## config.mk

```make
export PLATFORM = sky130hd
export DESIGN_NAME = per_user_rate_limiter_core
export DESIGN_NICKNAME = d
export VERILOG_FILES = /design/src/rtl/purl_pkg.sv /design/src/rtl/purl_ram.sv /design/src/rtl/purl_div.sv /design/src/rtl/per_user_rate_limiter_core.sv
export SDC_FILE = /design/constraint.sdc
export NUM_CORES = 2
export LEC_CHECK = 0
export BUFFER_PORTS_ARGS = -buffer_cell sky130_fd_sc_hd__clkbuf_2
export CAP_MARGIN = 10
export CORE_UTILIZATION = 39
export DETAILED_ROUTE_END_ITERATION = 8
export GPL_TIMING_DRIVEN = 1
export PLACE_DENSITY = 0.58
export SLEW_MARGIN = 20
export SYNTH_ARGS = -nofsm -noshare
export SYNTH_HDL_FRONTEND = slang
export SYNTH_SLANG_ARGS = --single-unit
```

## constraint.sdc

```tcl
create_clock -name clk -period 9.4 [get_ports clk]
set_clock_uncertainty 0.2 [all_clocks]
set_input_delay 2.35 -clock clk [delete_from_list [all_inputs] [get_ports clk]]
set_output_delay 2.35 -clock clk [all_outputs]
set_load 0.02 [all_outputs]
```

## src/rtl/purl_pkg.sv

```systemverilog
// Shared constants, types and register codes for the per-user rate limiter.
// No dependencies; the divider and the core refer to it by scoped names.
package purl_pkg;

	localparam int USER_SLOTS = 64;
	localparam int SLOT_W     = (USER_SLOTS > 1) ? $clog2(USER_SLOTS) : 1;
	localparam int IDX_EXT_W  = 11;   // holds any slot count up to 1024

	localparam int IDX_W   = 6;
	localparam int TS_W    = 32;
	localparam int CNT_W   = 8;
	localparam int WIN_W   = 16;
	localparam int PROD_W  = CNT_W + WIN_W;

	localparam int CFG_IDX_W  = 2;
	localparam int CFG_DATA_W = 16;

	localparam int S_DATA_W = 40;
	localparam int S_USER_W = 2;
	localparam int M_DATA_W = 16;

	// divider retires two quotient bits per cycle
	localparam int DIV_CYCLES = CNT_W / 2;
	localparam int DIV_CNT_W  = (DIV_CYCLES > 1) ? $clog2(DIV_CYCLES) : 1;

	localparam logic [CFG_IDX_W-1:0] REG_FREE_MAX     = 2'd0;
	localparam logic [CFG_IDX_W-1:0] REG_FREE_WINDOW  = 2'd1;
	localparam logic [CFG_IDX_W-1:0] REG_PREMIUM_MAX  = 2'd2;
	localparam logic [CFG_IDX_W-1:0] REG_PREMIUM_WIN  = 2'd3;

	localparam logic MODE_TOKEN  = 1'b0;
	localparam logic MODE_WINDOW = 1'b1;

	typedef struct packed {
		logic             mode;
		logic             tier;
		logic [CNT_W-1:0] count;
		logic [TS_W-1:0]  ts;     // refill time or window start
	} entry_t;

	localparam int ENTRY_W = $bits(entry_t);

endpackage

```

## src/rtl/purl_ram.sv

```systemverilog
// Generic single-port-write, single-port-read RAM with registered read data.
// No dependencies.
module purl_ram #(
	parameter int WIDTH = 8,
	parameter int DEPTH = 16,
	localparam int AW   = (DEPTH > 1) ? $clog2(DEPTH) : 1
) (
	input  logic             clk,
	input  logic             we,
	input  logic [AW-1:0]    waddr,
	input  logic [WIDTH-1:0] wdata,
	input  logic             re,
	input  logic [AW-1:0]    raddr,
	output logic [WIDTH-1:0] rdata
);

	logic [WIDTH-1:0] mem [DEPTH];

	always_ff @(posedge clk) begin
		if (we) begin
			mem[waddr] <= wdata;
		end
		if (re) begin
			rdata <= mem[raddr];
		end
	end

endmodule

```

## src/rtl/purl_div.sv

```systemverilog
// Radix-4 restoring divider for the token refill (product / window).
// Depends on purl_pkg; quotient is known to fit in CNT_W bits.
module purl_div (
	input  logic                         clk,
	input  logic                         arst_n,
	input  logic                         start,
	input  logic [purl_pkg::PROD_W-1:0]  dividend,
	input  logic [purl_pkg::WIN_W-1:0]   divisor,
	output logic                         done,
	output logic [purl_pkg::CNT_W-1:0]   quotient
);

	localparam int WW = purl_pkg::WIN_W;
	localparam int CW = purl_pkg::CNT_W;

	logic [WW-1:0]                  rem_q;
	logic [WW-1:0]                  dvs_q;
	logic [CW-1:0]                  quo_q;
	logic [purl_pkg::DIV_CNT_W-1:0] step_q;
	logic                           busy_q;

	logic [WW:0]   t1, t2;
	logic          ge1, ge2;
	logic [WW-1:0] r1, r2;

	// partial remainder stays below the divisor, so WW bits suffice
	always_comb begin
		t1  = {rem_q, quo_q[CW-1]};
		ge1 = t1 >= {1'b0, dvs_q};
		r1  = ge1 ? WW'(t1 - {1'b0, dvs_q}) : t1[WW-1:0];
		t2  = {r1, quo_q[CW-2]};
		ge2 = t2 >= {1'b0, dvs_q};
		r2  = ge2 ? WW'(t2 - {1'b0, dvs_q}) : t2[WW-1:0];
	end

	always_ff @(posedge clk or negedge arst_n) begin
		if (!arst_n) begin
			busy_q <= 1'b0;
			step_q <= '0;
		end else if (start) begin
			busy_q <= 1'b1;
			step_q <= '0;
		end else if (busy_q) begin
			step_q <= step_q + 1'b1;
			if (done) begin
				busy_q <= 1'b0;
			end
		end
	end

	always_ff @(posedge clk) begin
		if (start) begin
			rem_q <= dividend[purl_pkg::PROD_W-1:CW];
			quo_q <= dividend[CW-1:0];
			dvs_q <= divisor;
		end else if (busy_q) begin
			rem_q <= r2;
			quo_q <= {quo_q[CW-3:0], ge1, ge2};
		end
	end

	assign done     = busy_q && (step_q == purl_pkg::DIV_CNT_W'(purl_pkg::DIV_CYCLES - 1));
	assign quotient = quo_q;

endmodule

```

## src/rtl/per_user_rate_limiter_core.sv

```systemverilog
// Per-user rate limiter top level: handshakes, config registers, sequencer.
// Depends on purl_pkg, purl_ram (entry store) and purl_div (refill divider).

// Polices one request beat at a time, with state kept per user slot, in
// token-bucket or fixed-window mode fixed when the slot's entry is created.
// A beat goes from accept to the next ready through accept, entry read, update
// and write back; a token-mode beat that refills also passes through the
// multiply stage and the 2-bit-per-cycle divider. The result beat sits in an
// output register, so the next request is taken while it waits; the sequencer
// holds in its final state only if the previous result has not left yet.
// Entry valid bits all clear at reset; there is no clearing pass.
// Config writes are meant for idle periods only.
module per_user_rate_limiter_core (
	input  logic                            clk,
	input  logic                            arst_n,
	// config write port
	input  logic                            cfg_we,
	input  logic [purl_pkg::CFG_IDX_W-1:0]  cfg_addr,
	input  logic [purl_pkg::CFG_DATA_W-1:0] cfg_wdata,
	// request stream
	input  logic                            s_tvalid,
	output logic                            s_tready,
	input  logic [purl_pkg::S_DATA_W-1:0]   s_tdata,  // user_index[5:0], timestamp[37:6]
	input  logic [purl_pkg::S_USER_W-1:0]   s_tuser,  // user_tier[0], limiter_mode[1]
	// result stream
	output logic                            m_tvalid,
	input  logic                            m_tready,
	output logic [purl_pkg::M_DATA_W-1:0]   m_tdata   // allowed[0], created[1],
	                                                  // window_restarted[2], count_after[10:3]
);

	localparam int CW = purl_pkg::CNT_W;
	localparam int WW = purl_pkg::WIN_W;
	localparam int TW = purl_pkg::TS_W;

	typedef enum logic [4:0] {
		ST_IDLE = 5'b00001,
		ST_EVAL = 5'b00010,
		ST_MUL  = 5'b00100,
		ST_DIV  = 5'b01000,
		ST_DONE = 5'b10000
	} state_t;

	state_t state_q, state_d;

	// ---- config registers ----
	logic [CW-1:0] free_max_q, prem_max_q;
	logic [WW-1:0] free_win_q, prem_win_q;

	always_ff @(posedge clk or negedge arst_n) begin
		if (!arst_n) begin
			free_max_q <= CW'(3);
			free_win_q <= WW'(5);
			prem_max_q <= CW'(5);
			prem_win_q <= WW'(5);
		end else if (cfg_we) begin
			case (cfg_addr)
				purl_pkg::REG_FREE_MAX:    free_max_q <= cfg_wdata[CW-1:0];
				purl_pkg::REG_FREE_WINDOW: free_win_q <= cfg_wdata[WW-1:0];
				purl_pkg::REG_PREMIUM_MAX: prem_max_q <= cfg_wdata[CW-1:0];
				purl_pkg::REG_PREMIUM_WIN: prem_win_q <= cfg_wdata[WW-1:0];
				default: ;
			endcase
		end
	end

	// ---- request unpack ----
	logic                              in_fire;
	logic [purl_pkg::IDX_W-1:0]        in_idx;
	logic [TW-1:0]                     in_ts;
	logic [purl_pkg::IDX_EXT_W-1:0]    in_idx_ext;
	logic [purl_pkg::SLOT_W-1:0]       in_slot;
	logic                              in_oor;

	assign s_tready   = (state_q == ST_IDLE);
	assign in_fire    = s_tvalid && s_tready;
	assign in_idx     = s_tdata[purl_pkg::IDX_W-1:0];
	assign in_ts      = s_tdata[purl_pkg::IDX_W +: TW];
	assign in_idx_ext = purl_pkg::IDX_EXT_W'(in_idx);
	assign in_slot    = in_idx_ext[purl_pkg::SLOT_W-1:0];
	// slot beyond the table: blocked, no state change, all-zero result
	assign in_oor     = in_idx_ext >= purl_pkg::IDX_EXT_W'(purl_pkg::USER_SLOTS);

	logic [purl_pkg::SLOT_W-1:0] slot_q;
	logic                        oor_q, req_tier_q, req_mode_q;
	logic [TW-1:0]               req_ts_q;

	always_ff @(posedge clk) begin
		if (in_fire) begin
			slot_q     <= in_slot;
			oor_q      <= in_oor;
			req_tier_q <= s_tuser[0];
			req_mode_q <= s_tuser[1];
			req_ts_q   <= in_ts;
		end
	end

	// ---- entry store ----
	logic [purl_pkg::USER_SLOTS-1:0] valid_q;
	logic                            ram_we;
	logic [purl_pkg::ENTRY_W-1:0]    ram_rdata;
	purl_pkg::entry_t                ent_new;

	purl_ram #(
		.WIDTH(purl_pkg::ENTRY_W),
		.DEPTH(purl_pkg::USER_SLOTS)
	) u_store (
		.clk  (clk),
		.we   (ram_we),
		.waddr(slot_q),
		.wdata(ent_new),
		.re   (in_fire),
		.raddr(in_slot),
		.rdata(ram_rdata)
	);

	// ---- EVAL: merge stored entry or create a new one ----
	purl_pkg::entry_t rd_ent, ent_e;
	logic             hit, tier_e;
	logic [CW-1:0]    maxr_e;
	logic [WW-1:0]    win_e, w_e;
	logic [TW-1:0]    el_e;
	logic [WW-1:0]    elc_e;
	logic             refill_e;

	always_comb begin
		rd_ent = purl_pkg::entry_t'(ram_rdata);
		hit    = valid_q[slot_q];
		tier_e = hit ? rd_ent.tier : req_tier_q;
		maxr_e = tier_e ? prem_max_q : free_max_q;
		win_e  = tier_e ? prem_win_q : free_win_q;
		if (hit) begin
			ent_e = rd_ent;
		end else begin
			ent_e.mode  = req_mode_q;
			ent_e.tier  = req_tier_q;
			ent_e.count = (req_mode_q == purl_pkg::MODE_TOKEN) ? maxr_e : '0;
			ent_e.ts    = req_ts_q;
		end
		// zero window refills as if it were one timestamp unit
		w_e      = (win_e == '0) ? WW'(1) : win_e;
		el_e     = req_ts_q - ent_e.ts;
		elc_e    = (el_e > TW'(w_e)) ? w_e : el_e[WW-1:0];
		refill_e = (ent_e.mode == purl_pkg::MODE_TOKEN) && (req_ts_q > ent_e.ts) && !oor_q;
	end

	purl_pkg::entry_t ent_q;
	logic             created_q, refill_q;
	logic [WW-1:0]    el_q, w_q;

	always_ff @(posedge clk) begin
		if (state_q == ST_EVAL) begin
			ent_q     <= ent_e;
			created_q <= !hit;
			refill_q  <= refill_e;
			el_q      <= elc_e;
			w_q       <= w_e;
		end
	end

	// ---- MUL / DIV: refill = elapsed * max / window ----
	logic [CW-1:0]              maxr_d;
	logic [WW-1:0]              win_d;
	logic [purl_pkg::PROD_W-1:0] prod;
	logic                       div_start, div_done;
	logic [CW-1:0]              quo;

	assign maxr_d    = ent_q.tier ? prem_max_q : free_max_q;
	assign win_d     = ent_q.tier ? prem_win_q : free_win_q;
	assign prod      = purl_pkg::PROD_W'(el_q) * purl_pkg::PROD_W'(maxr_d);
	assign div_start = (state_q == ST_MUL);

	// divider registers the product on start
	purl_div u_div (
		.clk     (clk),
		.arst_n  (arst_n),
		.start   (div_start),
		.dividend(prod),
		.divisor (w_q),
		.done    (div_done),
		.quotient(quo)
	);

	// ---- DONE: final update ----
	logic [CW:0]   sum;
	logic [CW-1:0] tok_cnt;
	logic [TW:0]   win_end;
	logic          restart;
	logic          allowed, restarted;
	logic          out_free, finish;

	always_comb begin
		ent_new   = ent_q;
		allowed   = 1'b0;
		restarted = 1'b0;
		sum       = {1'b0, ent_q.count} + {1'b0, quo};
		win_end   = {1'b0, ent_q.ts} + (TW + 1)'(win_d);
		restart   = created_q || ({1'b0, req_ts_q} > win_end);
		tok_cnt   = ent_q.count;
		if (ent_q.mode == purl_pkg::MODE_TOKEN) begin
			if (refill_q) begin
				tok_cnt    = (sum > {1'b0, maxr_d}) ? maxr_d : sum[CW-1:0];
				ent_new.ts = req_ts_q;
			end
			ent_new.count = tok_cnt;
			if (tok_cnt != '0) begin
				ent_new.count = tok_cnt - 1'b1;
				allowed       = 1'b1;
			end
		end else begin
			if (restart) begin
				ent_new.ts    = req_ts_q;
				ent_new.count = '0;
				restarted     = 1'b1;
			end
			// compare in 8 bits: a count at 255 is never below max
			if (ent_new.count < maxr_d) begin
				ent_new.count = ent_new.count + 1'b1;
				allowed       = 1'b1;
			end
		end
	end

	assign out_free = !m_tvalid || m_tready;
	assign finish   = (state_q == ST_DONE) && out_free;
	assign ram_we   = finish && !oor_q;

	// ---- sequencer ----
	always_comb begin
		state_d = state_q;
		case (state_q)
			ST_IDLE: if (in_fire)  state_d = ST_EVAL;
			ST_EVAL: state_d = refill_e ? ST_MUL : ST_DONE;
			ST_MUL:  state_d = ST_DIV;
			ST_DIV:  if (div_done) state_d = ST_DONE;
			ST_DONE: if (out_free) state_d = ST_IDLE;
			default: state_d = ST_IDLE;
		endcase
	end

	always_ff @(posedge clk or negedge arst_n) begin
		if (!arst_n) begin
			state_q <= ST_IDLE;
			valid_q <= '0;
		end else begin
			state_q <= state_d;
			if (ram_we) begin
				valid_q[slot_q] <= 1'b1;
			end
		end
	end

	// ---- result register ----
	logic                         m_valid_q;
	logic [purl_pkg::M_DATA_W-1:0] m_data_q;

	always_ff @(posedge clk or negedge arst_n) begin
		if (!arst_n) begin
			m_valid_q <= 1'b0;
		end else if (finish) begin
			m_valid_q <= 1'b1;
		end else if (m_tready) begin
			m_valid_q <= 1'b0;
		end
	end

	always_ff @(posedge clk) begin
		if (finish) begin
			if (oor_q) begin
				m_data_q <= '0;
			end else begin
				m_data_q <= purl_pkg::M_DATA_W'({ent_new.count, restarted, created_q, allowed});
			end
		end
	end

	assign m_tvalid = m_valid_q;
	assign m_tdata  = m_data_q;

`ifndef NO_ASSERTIONS
	a_accept_to_eval: assert property (@(posedge clk) disable iff (!arst_n)
		in_fire |=> (state_q == ST_EVAL))
		else $error("accepted beat did not move to entry evaluation");

	a_div_done_in_div: assert property (@(posedge clk) disable iff (!arst_n)
		div_done |-> (state_q == ST_DIV))
		else $error("divider finished outside the divide state");

	a_write_in_done: assert property (@(posedge clk) disable iff (!arst_n)
		ram_we |-> ((state_q == ST_DONE) && !oor_q && out_free))
		else $error("entry write outside the final state");

	a_write_sets_valid: assert property (@(posedge clk) disable iff (!arst_n)
		ram_we |=> valid_q[$past(slot_q)])
		else $error("written entry not marked valid");
`endif

endmodule
```

==> results.txt <==
----------------------------------------------------
[Run status]
  Result of the run ... completed

[Floorplan]
  Full die area ... 0.3251 mm2
  Number of core rows ... 208
  Starting density of the core ... 39.20%
  # IOs ... 83
  Die height ... 570.1 um
  DIE WIDTH ... 570.1 um
  Core region area ... 0.3211 mm2

[Critical path]
  Critical-path top delay cell ... sky130_fd_sc_hd__or4_1
  Crit-path most repeated cell ... sky130_fd_sc_hd__a21oi_1
  Crit Reg-Reg Startpoint ... ent_new[40]
  Maximum fanout along the worst path ... 65
  Startpoint of the worst setup timing path ... ent_new[40]
  Required time reported for the critical path endpoint ... 9.80 ns
  Nature of the critical path endpoint ... flop
  Slowest Stage Delay on Critical Path ... 0.57 ns
  Worst path arrival time ... 9.23 ns
  Path type of the worst setup path ... flop to flop
  Launching element type of the critical path ... flop

[Synth]
  Top-count cell post-synth ... sky130_fd_sc_hd__edfxtp_1
  Cell type contributing the most total cell area after synthesis ... sky130_fd_sc_hd__edfxtp_1
  EDFF count, synth ... 2897
  Synth Register Bits ... 3018
  Synthesized area ... 0.1259 mm2
  Leading cell types by count after synthesis ... sky130_fd_sc_hd__edfxtp_1, sky130_fd_sc_hd__mux4_2, sky130_fd_sc_hd__inv_1
  Largest cells by area after synthesis ... sky130_fd_sc_hd__edfxtp_1, sky130_fd_sc_hd__mux4_2, sky130_fd_sc_hd__dfrtp_1, sky130_fd_sc_hd__ha_1, sky130_fd_sc_hd__fa_1
  Post-Synthesis Cells ... 6159
  Post-synth top area share ... 69.11%
  Share of synthesized registers carrying an async set or reset ... 4.009%
  Warnings, synthesis ... 0
  Number of distinct standard cells referenced by the synthesized netlist ... 85
  Portion of the post-synthesis area used by sequential elements ... 71.52%
  Most frequently used flop master after synthesis ... sky130_fd_sc_hd__edfxtp_1
  Avg Synthesized Cell Area ... 20.44 um2

[Finish]
  Net count of the finished layout ... 6803
  Layout-stage area growth over the synthesis result ... 13.61%
  Layout cells sized above 1 ... 27.73%
  Final std cell area, no fill ... 0.1430 mm2
  Number of non-filler instances in the completed layout ... 11025

[CTS]
  Maximum clock insertion buffer count ... 4
  Number of clock buffers inserted by TritonCTS ... 317
  Number of levels in the clock H-tree ... 5
  Buffer count from post-CTS setup fixing ... 0
  Clock tree root driver cell ... sky130_fd_sc_hd__clkbuf_16
  Clock tree from TritonCTS ... built
  Insertion delay of the later-clocked pin in the worst-skew pair ... 0.90 ns
  # resized after CTS ... 0
  Post-CTS Hold Buffers ... 0
  Clock transition at the register clock pins on the worst setup and hold paths after CTS ... 0.06 ns
  Sinks on Clock Net ... 3018

[Timing]
  Minimum clock period ... 8.827 ns
  Final Cycle Share ... 93.90%
  Slew of the pin with the lowest slew margin ... 1.169 ns
  Worst hold margin ... 0.2173 ns
  Max-slew violation total from the final report ... 0
  Worst slew slack as a fraction of its limit ... 21.26%
  Timing-limited maximum frequency ... 113.3 MHz
  Setup repair after global routing missed its margin ... no
  Final-report setup violation count ... 0
  Total negative setup slack ... 0 ns
  Number of failing hold endpoints at the final stage ... 0

[Power]
  Power per unit of standard cell area ... 265.4 mW/mm2
  Static power due to leakage ... 47.07 nW
  Worst voltage drop across the vdd grid ... 0.4594 mV

[Drt]
  Total number of vias ... 64092
  Routed wire per std cell ... 31.60 um
  Number of detailed-routing iterations run before antenna repair ... 5
  Detailed Route Iter0 Violations ... 7215
  Average vias per placed instance ... 5.813
  Number of remaining DRC errors ... 0
  Post-route ant nets ... 0
  Drt total wl ... 348400 um

[Flow run]
  Max-capacitance violation count ... 0

[GRT]
  Global route overflow ... 0
  Pin count of the biggest net entering global routing ... 111
  First-pass GRT wire length ... 490000 um
  Via count of the first global-routing pass ... 64481
  GR Util All Layers ... 21.26%
  Antenna violations before repair ... 26

[Placement]
  Port-buffer cells ... 75
  HPWL after detailed placement ... 198300 um
  Cell area after placement ... 0.1327 mm2
  # placed instances ... 10437
  Final GP Congestion ... 0.8637

[Hold path]
  Worst hold path startpoint ... w_q[15]
  Hold crit path type ... flop to flop

----------------------------------------------------
-- report_power, final --
group | internal (mW) | switching, mW
registers | 16.5 | 0.281
clock network | 7.00 | 5.34
logic | 3.25 | 5.60
-- area by class of cell --
cell class / count / area (um2)
Clock buffer: 386 / 8349
Fill cell: 27216 / 178100
Antenna cell: 12 / 30.03
Inverter: 205 / 770.7
Tap cell: 4305 / 5386
Multi-Input combinational cell: 2670 / 34670
Clock inverter: 190 / 1853
Timing Repair Buffer: 239 / 1919
Sequential cell: 3018 / 90030
-- worst max-delay path, delay by kind of cell, from the launching register on --
family,cells,cell delay (ns)
muxes,2,0.65
AOI/OAI and AO/OA,11,2.76
buffers and inverters,4,0.91
and+or+nand+nor,11,2.42
DFF,1,0.46
xor gates and xnor gates,1,0.16
adders and majority gates,3,0.87
-- layer usage --
layer	vias to the layer above	part of all wire [%]	track usage, %
met5	-	0.017	0
met4	10	2.4	5.254
met3	484	7.4	3.255
met2	2594	48	34.33
met1	35088	42	30.27
li1	25916	-	-
-- logic make-up after synthesis --
group           Yosys count  synth area share [%]
other cells               1              0.002979
compound gates          437                 2.287
buf+inv                 475                 1.467
fa+ha+maj               287                 3.383
simple gates            714                 2.838
mux                    1119                 17.75
flops                  3018                 71.52
xor+xnor                108                0.7514
-- final timing paths --
kind / endpoint / slack, ns / depth (start not counted)
min in group asynchronous: m_tvalid / 1.30 / 1
setup reg to reg: u_store.mem[32][36] / 0.57 / 32
hold / removal: u_div.dvs_q[15] / 0.22 / 0
max in group asynchronous: valid_q[37] / 6.51 / 2
setup / recovery: u_store.mem[32][36] / 0.57 / 32
hold reg to reg: u_div.dvs_q[15] / 0.22 / 0
-- state kept, by name, summed over array words and instances (netlist names), 8 cells and up --
signal          cells
m_tdata            11
prem_win_q         16
u_store.rdata      42
el_q               16
u_store.mem      2688
valid_q            64
free_max_q          8
free_win_q         16
w_q                16
prem_max_q          8
req_ts_q           32
u_div.dvs_q        16
u_div.quotient      8
ent_q              40
u_div.rem_q        16
-- through the flow --
stage          util [%]  power (mW)  worst slack, ns
2_1_floorplan         -       23.08          0.08409
4_1_cts           44.50       38.17           0.4668
6_report          44.53       37.96           0.5734
5_1_grt           44.52       39.60           0.1028
3_5_place_dp      41.32       25.86           0.5442
3_3_place_gp      41.32       25.63           0.5003
-- cell usage in the layout (no fill, tap or decap), types with 31 or more instances in the layout --
| master | Yosys | layout |
|---|---|---|
| sky130_fd_sc_hd__and2_1 | 70 | 69 |
| sky130_fd_sc_hd__nand2_1 | 185 | 185 |
| sky130_fd_sc_hd__a21o_1 | 55 | 55 |
| sky130_fd_sc_hd__mux2i_1 | 114 | 112 |
| sky130_fd_sc_hd__nor2_1 | 160 | 96 |
| sky130_fd_sc_hd__a21oi_1 | 132 | 132 |
| sky130_fd_sc_hd__xnor2_1 | 65 | 65 |
| sky130_fd_sc_hd__nor3_1 | 39 | 39 |
| sky130_fd_sc_hd__nor2b_1 | 31 | 31 |
| sky130_fd_sc_hd__ha_1 | 198 | 198 |
| sky130_fd_sc_hd__clkbuf_1 | 170 | 60 |
| sky130_fd_sc_hd__o21ai_0 | 74 | 72 |
| sky130_fd_sc_hd__edfxtp_1 | 2897 | 2897 |
| sky130_fd_sc_hd__or2_2 | 71 | 71 |
| sky130_fd_sc_hd__clkinv_1 | 1 | 70 |
| sky130_fd_sc_hd__nor2_4 | 0 | 64 |
| sky130_fd_sc_hd__fa_1 | 89 | 89 |
| sky130_fd_sc_hd__nand4_1 | 35 | 35 |
| sky130_fd_sc_hd__clkbuf_2 | 1 | 68 |
| sky130_fd_sc_hd__inv_1 | 204 | 203 |
| sky130_fd_sc_hd__clkbuf_16 | 0 | 323 |
| sky130_fd_sc_hd__xor2_1 | 43 | 43 |
| sky130_fd_sc_hd__nand3_1 | 45 | 45 |
| sky130_fd_sc_hd__dfrtp_1 | 112 | 112 |
| sky130_fd_sc_hd__clkinv_2 | 0 | 51 |
| sky130_fd_sc_hd__buf_4 | 7 | 143 |
| sky130_fd_sc_hd__mux4_2 | 877 | 877 |
| sky130_fd_sc_hd__mux2_2 | 127 | 111 |
Power figures use the tool's default switching activity.
